File: src/sv/ust_pkg.sv
// Package for the set table: operation codes, defaults and result field layout.
package ust_pkg;

  localparam int UST_CAPACITY   = 64;
  localparam int UST_VALUE_BITS = 32;

  localparam int ELEMENT_BITS = 32;
  localparam int COUNT_BITS   = 7;

  typedef enum logic [1:0] {
    FN_QUERY  = 2'd0,
    FN_INSERT = 2'd1,
    FN_DELETE = 2'd2,
    FN_CLEAR  = 2'd3
  } ust_func_t;

  localparam int RES_MEMBER   = 0;
  localparam int RES_COUNT_LO = 1;
  localparam int RES_EMPTY    = 8;
  localparam int RES_FULL     = 9;
  localparam int RES_DROPPED  = 10;
  localparam int RES_BITS     = 16;

endpackage

File: src/sv/unordered_set_table_unit.sv
// Top level: set of distinct values with linear scan and compacting delete.
//
//  channel  dir  tdata                     tuser
//  s_axis   in   [31:0] element            [1:0] func
//  m_axis   out  [0] was_member [7:1] count_after [8] empty_flag
//                [9] full_flag [10] insert_dropped [15:11] zero
//
// Every transaction scans the stored entries for query, insert and clear, where the
// scan reads one stored entry per cycle through the single memory read port.
// A scan that matches at slot k stops early.
// A delete that hits slot k then shifts the entries above slot k down by one,
// with nothing to shift when k is the last slot.
// rst clears the count; the store is never cleared. A stalled m_axis holds
// the next transaction in its final state until the result register frees.
module unordered_set_table_unit
  import ust_pkg::*;
#(
  parameter int CAPACITY   = UST_CAPACITY,
  parameter int VALUE_BITS = UST_VALUE_BITS
) (
  input  logic                    clk,
  input  logic                    rst,
  input  logic                    s_axis_tvalid,
  output logic                    s_axis_tready,
  input  logic [ELEMENT_BITS-1:0] s_axis_tdata,  // [31:0] element
  input  logic [1:0]              s_axis_tuser,  // [1:0] func
  output logic                    m_axis_tvalid,
  input  logic                    m_axis_tready,
  output logic [RES_BITS-1:0]     m_axis_tdata   // member, count[7:1], empty, full, dropped
);

  localparam int AW = (CAPACITY > 1) ? $clog2(CAPACITY) : 1;
  localparam int CW = $clog2(CAPACITY + 1);

  typedef enum logic [1:0] {ST_IDLE, ST_SCAN, ST_SHIFT, ST_DONE} state_t;

  state_t                state;
  ust_func_t             func;
  logic [VALUE_BITS-1:0] val;
  logic [CW-1:0]         count;
  logic [CW-1:0]         idx;
  logic [AW-1:0]         waddr;
  logic                  pend;
  logic                  member;
  logic                  dropped;

  logic                  out_member;
  logic [COUNT_BITS-1:0] out_count;
  logic                  out_empty;
  logic                  out_full;
  logic                  out_dropped;

  logic [VALUE_BITS-1:0] mem [CAPACITY];
  logic [VALUE_BITS-1:0] rd_data;
  logic [AW-1:0]         rd_addr;
  logic                  mem_we;
  logic [AW-1:0]         mem_waddr;
  logic [VALUE_BITS-1:0] mem_wdata;

  logic [63:0]           elem_ext;
  logic                  hit;
  logic                  scan_end;
  logic                  is_full;
  logic                  ins_write;

  assign elem_ext = {{32{s_axis_tdata[ELEMENT_BITS-1]}}, s_axis_tdata};

  assign s_axis_tready = (state == ST_IDLE);

  // shared compare unit
  assign hit      = pend && (rd_data == val);
  assign scan_end = hit || (idx >= count);
  assign is_full  = (count >= CW'(CAPACITY));

  assign ins_write = (state == ST_SCAN) && scan_end && !hit
                     && (func == FN_INSERT) && !is_full;

  assign rd_addr   = idx[AW-1:0];
  assign mem_we    = ins_write || ((state == ST_SHIFT) && pend);
  assign mem_waddr = (state == ST_SHIFT) ? waddr : count[AW-1:0];
  assign mem_wdata = (state == ST_SHIFT) ? rd_data : val;

  always_ff @(posedge clk) begin
    if (mem_we) begin
      mem[mem_waddr] <= mem_wdata;
    end
    rd_data <= mem[rd_addr];
  end

  always_ff @(posedge clk) begin
    if (rst) begin
      state         <= ST_IDLE;
      count         <= '0;
      idx           <= '0;
      pend          <= 1'b0;
      m_axis_tvalid <= 1'b0;
    end else begin
      if (m_axis_tvalid && m_axis_tready && (state != ST_DONE)) begin
        m_axis_tvalid <= 1'b0;
      end
      case (state)
        ST_IDLE: begin
          if (s_axis_tvalid) begin
            func    <= ust_func_t'(s_axis_tuser);
            val     <= elem_ext[VALUE_BITS-1:0];
            idx     <= '0;
            pend    <= 1'b0;
            dropped <= 1'b0;
            state   <= ST_SCAN;
          end
        end
        ST_SCAN: begin
          if (scan_end) begin
            member <= hit;
            pend   <= 1'b0;
            state  <= ((func == FN_DELETE) && hit) ? ST_SHIFT : ST_DONE;
            case (func)
              FN_INSERT: begin
                if (ins_write) begin
                  count <= count + CW'(1);
                end
                dropped <= !hit && is_full;
              end
              FN_DELETE: begin
                if (hit) begin
                  waddr <= AW'(idx - CW'(1));
                end
              end
              FN_CLEAR: begin
                count <= '0;
              end
              default: begin
              end
            endcase
          end else begin
            idx  <= idx + CW'(1);
            pend <= 1'b1;
          end
        end
        ST_SHIFT: begin
          if (pend) begin
            waddr <= waddr + AW'(1);
          end
          if (idx < count) begin
            idx  <= idx + CW'(1);
            pend <= 1'b1;
          end else begin
            pend <= 1'b0;
            if (!pend) begin
              count <= count - CW'(1);
              state <= ST_DONE;
            end
          end
        end
        ST_DONE: begin
          if (!m_axis_tvalid || m_axis_tready) begin
            out_member    <= member;
            out_count     <= COUNT_BITS'(count);
            out_empty     <= (count == '0);
            out_full      <= is_full;
            out_dropped   <= dropped;
            m_axis_tvalid <= 1'b1;
            state         <= ST_IDLE;
          end
        end
        default: begin
          state <= ST_IDLE;
        end
      endcase
    end
  end

  always_comb begin
    m_axis_tdata                                  = '0;
    m_axis_tdata[RES_MEMBER]                      = out_member;
    m_axis_tdata[RES_COUNT_LO +: COUNT_BITS]      = out_count;
    m_axis_tdata[RES_EMPTY]                       = out_empty;
    m_axis_tdata[RES_FULL]                        = out_full;
    m_axis_tdata[RES_DROPPED]                     = out_dropped;
  end

endmodule

File: config.mk
export PLATFORM = sky130hd
export DESIGN_NAME = unordered_set_table_unit
export DESIGN_NICKNAME = d
export VERILOG_FILES = /design/src/sv/ust_pkg.sv /design/src/sv/unordered_set_table_unit.sv
export SDC_FILE = /design/constraint.sdc
export NUM_CORES = 2
export LEC_CHECK = 0
export BUFFER_PORTS_ARGS = -buffer_cell sky130_fd_sc_hd__buf_2
export CAP_MARGIN = 40
export CORE_UTILIZATION = 40
export DETAILED_ROUTE_END_ITERATION = 8
export GPL_TIMING_DRIVEN = 0
export PLACE_DENSITY = 0.67
export SYNTH_ARGS = -nofsm -noshare
export SYNTH_HDL_FRONTEND = slang
export SYNTH_SLANG_ARGS = --single-unit
File: constraint.sdc
create_clock -name clk -period 7.4 [get_ports clk]
set_input_delay 1.11 -clock clk [delete_from_list [all_inputs] [get_ports clk]]
set_output_delay 1.11 -clock clk [all_outputs]
set_load 0.005 [all_outputs]
==> summary.md <==
| Metric | Value |
|---|---|
| GP Congestion | `0.925` |
| Port-buffer cells | `50` |
| Vias in the first global route | `39,800` |
| Synth Area per Inst | `24.3 um2` |
| Floorplan die width | `456 um` |
| Flip-flop and latch count after synthesis | `2,151` |
| Critical-path top delay cell | `sky130_fd_sc_hd__o21bai_1` |
| Post-CTS Setup Inserts | `0` |
| Non-filler instance count after layout | `6,673` |
| Fraction of synthesized cell area taken by the top area cell type | `76.4%` |
| DRC violations left | `0` |
| Worst slew margin | `33.9%` |
| Post-Syn Instances | `3,396` |
| Worst min-delay path category | `register to register` |
| Fill cell instance count of the final layout | `16,200` |
| Run status | `complete, no violations` |
| Main flop type after synthesis | `sky130_fd_sc_hd__edfxtp_1` |
| Worst endpoint required time | `7.94 ns` |
| Area growth, synth to finish | `16.7%` |
| Drt first pass iters | `5` |
| Leakage power | `28.8 nW` |
| Most common cell in the synthesized netlist | `sky130_fd_sc_hd__edfxtp_1` |
| Residual antenna-violating net count after detailed routing | `0` |
| Final-report hold violation count | `0` |
| Number of antenna violations at the first check in global routing | `17` |
| Number of failing setup endpoints in the final timing report | `0` |
| Setup repair after global routing missed its margin | `no` |
| Proportion of total power due to net switching | `26.8%` |
| Number of flops mapped to enable cells by yosys | `2,101` |
| Post-layout min period | `5.74 ns` |
| Reg clk slew, reported paths | `0.06 ns` |
| Cell taking the most area after synthesis | `sky130_fd_sc_hd__edfxtp_1` |
| Insertion delay of the later-clocked pin in the worst-skew pair | `0.87 ns` |
| Synthesis warning total | `0` |
| Detail Placement HPWL | `150,000 um` |
| Fraction of registers with async set/reset | `0%` |
| Critical path's top delay family | `buffers and inverters` |
| Kind of capture point of the worst setup path | `register` |
| Drt via density | `5.95` |
| Largest driver fanout on the critical path | `17` |
| WHS | `0.425 ns` |
| Fin Clk Skew | `0.0666 ns` |
| Class of the most critical setup path | `register to register` |
| Remaining Overflow, GRT | `0` |
| Total number of vias | `39,700` |
| Maximum number of pins on one net before global-route repair | `57` |
| Commonest cells in the synthesized netlist | `2,101 x sky130_fd_sc_hd__edfxtp_1, 672 x sky130_fd_sc_hd__mux4_2, 94 x sky130_fd_sc_hd__clkbuf_1` |
| Data arrival, critical path | `6.28 ns` |
| Critical Path Start Type | `register` |
| Number of placement rows | `166` |
| Initial core utilization | `40.3%` |
| Register-to-Register Setup Slack | `1.66 ns` |
| Internal power | `0.0222 W` |
| Number of max-cap violations | `0` |
| DP Cell Count | `6,289` |
| Maximum buffer depth of the clock tree | `3` |
| Total Power | `0.0303 W` |
| Synth unique cells | `54` |
| Largest cells by area after synthesis | `sky130_fd_sc_hd__edfxtp_1 76%, sky130_fd_sc_hd__mux4_2 18%, sky130_fd_sc_hd__dfxtp_1 1.2%` |
| Total area of multi-input combinational cells | `0.0182 mm2` |
| Maximum VDD drop | `0.264 mV` |
| Standard cell core area | `0.205 mm2` |
| Storage element area | `0.0641 mm2` |
| Total routed wirelength | `220,000 um` |
| Number of clock sinks seen by CTS | `2,151` |
| Top Ports | `56` |
| Net switching power of the design | `0.00814 W` |
| Final Cycle Share | `77.5%` |
| Clock buffer count from CTS | `205` |
| Combined buffer and inverter count along the critical path | `7` |
| Sequential fraction of the synthesis area | `77.6%` |
| Final-stage net count | `3,867` |
| CTS root buffer | `sky130_fd_sc_hd__clkbuf_16` |
| First-pass GRT wire length | `308,000 um` |
| Highest clock rate | `174 MHz` |
| Final number of max-transition violations | `0` |
| Starting DRT DRC Count | `5,395` |
| Gate power share | `17.2%` |
| Cell-by-cell listing of the critical path | `clkbuf_1, clkbuf_1, buf_8, buf_2, inv_1, ha_1, nand2b_1, a211oi_1, o21bai_1, nand4_1, o21bai_1, a32oi_2, buf_8, nor2_4, buf_12` |
| # H-tree levels | `4` |
| Proportion of power drawn by flip-flops and latches | `48.8%` |
| Worst path max stage delay | `0.72 ns` |
| Count of cells resized by post-cts repair | `0` |
| Placement Cell Area | `0.0898 mm2` |
| Pin slew with the least headroom to its limit | `0.991 ns` |
| Routed length per instance | `32.9 um` |
| Die Span Y | `456 um` |
| Total GRT Usage | `21.2%` |
| CTS tree | `built` |
| Area of the mapped netlist | `0.0826 mm2` |
| Total power per unit cell area | `315 mW/mm2` |
| Clock share of power | `34.0%` |
| Die area | `0.208 mm2` |
| Cts-stage hold buffer count | `0` |
| Summed area of non-filler cells in the final layout | `0.0964 mm2` |
| Share of post-route cells with drive strength above 1 | `33.9%` |
[power by group through the flow]
stage          combinational [W]  sequential [W]  clock, W
2_1_floorplan            0.00278          0.0150         0
3_3_place_gp             0.00454          0.0151         0
3_5_place_dp             0.00516          0.0151         0
4_1_cts                  0.00517          0.0148    0.0104
5_1_grt                  0.00541          0.0148    0.0109
6_report                 0.00521          0.0148    0.0103
[cells in the final DEF (no fill, tap or decap), types with 36 or more instances in the layout]
cell type                   synthesis  layout
sky130_fd_sc_hd__clkinv_1           1      38
sky130_fd_sc_hd__mux4_2           672     672
sky130_fd_sc_hd__buf_12             0      67
sky130_fd_sc_hd__clkbuf_16          0     206
sky130_fd_sc_hd__edfxtp_1        2101    2101
sky130_fd_sc_hd__buf_16             0      40
sky130_fd_sc_hd__dfxtp_1           50      50
sky130_fd_sc_hd__clkinv_2           0      36
sky130_fd_sc_hd__buf_2             52     104
sky130_fd_sc_hd__clkbuf_1          94     138
sky130_fd_sc_hd__nor2_4             0      64
[per-stage QoR]
step | setup TNS (ns) | util (%) | setup WS [ns]
after detailed placement | 0 | 43.8 | 1.76
after CTS | 0 | 47.0 | 1.71
final | 0 | 47.0 | 1.66
after floorplan | 0 | - | 3.00
after global placement | -821.42 | 42.1 | -0.611
after global routing | 0 | 47.0 | 1.40
[state kept, by name, indices dropped and copies added (netlist names)]
name / flops
out_dropped: 1
dropped: 1
state: 2
member: 1
out_empty: 1
waddr: 6
out_full: 1
out_member: 1
m_axis_tvalid: 1
mem: 2048
pend: 1
func: 2
idx: 7
count: 7
val: 32
rd_data: 32
out_count: 7
[logic make-up after synthesis]
| family | after synthesis | synth area share, % |
|---|---|---|
| adders and majority gates | 18 | 0.273 |
| xor gates and xnor gates | 41 | 0.435 |
| buffers and inverters | 195 | 1.04 |
| AOI/OAI and AO/OA | 82 | 0.712 |
| DFF | 2151 | 77.6 |
| and+or+nand+nor | 197 | 1.10 |
| other | 1 | 0.00454 |
| muxes | 711 | 18.8 |
[path summary, 6_finish.rpt]
| check | start | endpoint | cells past startpoint |
|---|---|---|---|
| min reg2reg | dropped$_SDFFCE_PP0P_ | out_dropped$_DFFE_PP_ | 0 |
| min | dropped$_SDFFCE_PP0P_ | out_dropped$_DFFE_PP_ | 0 |
| max | idx[0]$_SDFFE_PP0P_ | mem[6][10]$_DFFE_PP_ | 15 |
| max reg2reg | idx[0]$_SDFFE_PP0P_ | mem[6][10]$_DFFE_PP_ | 15 |
[layout make-up]
class                           count  share of cell area, %
Antenna cell                        7                 0.0182
Buffer                            178                  0.833
Clock buffer                      258                   5.58
Clock inverter                    116                   1.24
Inverter                           17                 0.0662
Multi-Input combinational cell   1054                   18.9
Sequential cell                  2151                   66.5
Tap cell                         2688                   3.49
Timing Repair Buffer              204                   3.40
[routing by layer]
metal | routed length (um) | global-route usage (%) | vias up
met3 | 23600 | 4.83 | 470
met2 | 104000 | 33.4 | 2290
met4 | 10300 | 8.93 | 8
met5 | 57 | 0 | -
met1 | 81800 | 28.4 | 21400
li1 | - | - | 15600
Note: power is estimated with default switching activity, not from simulation.
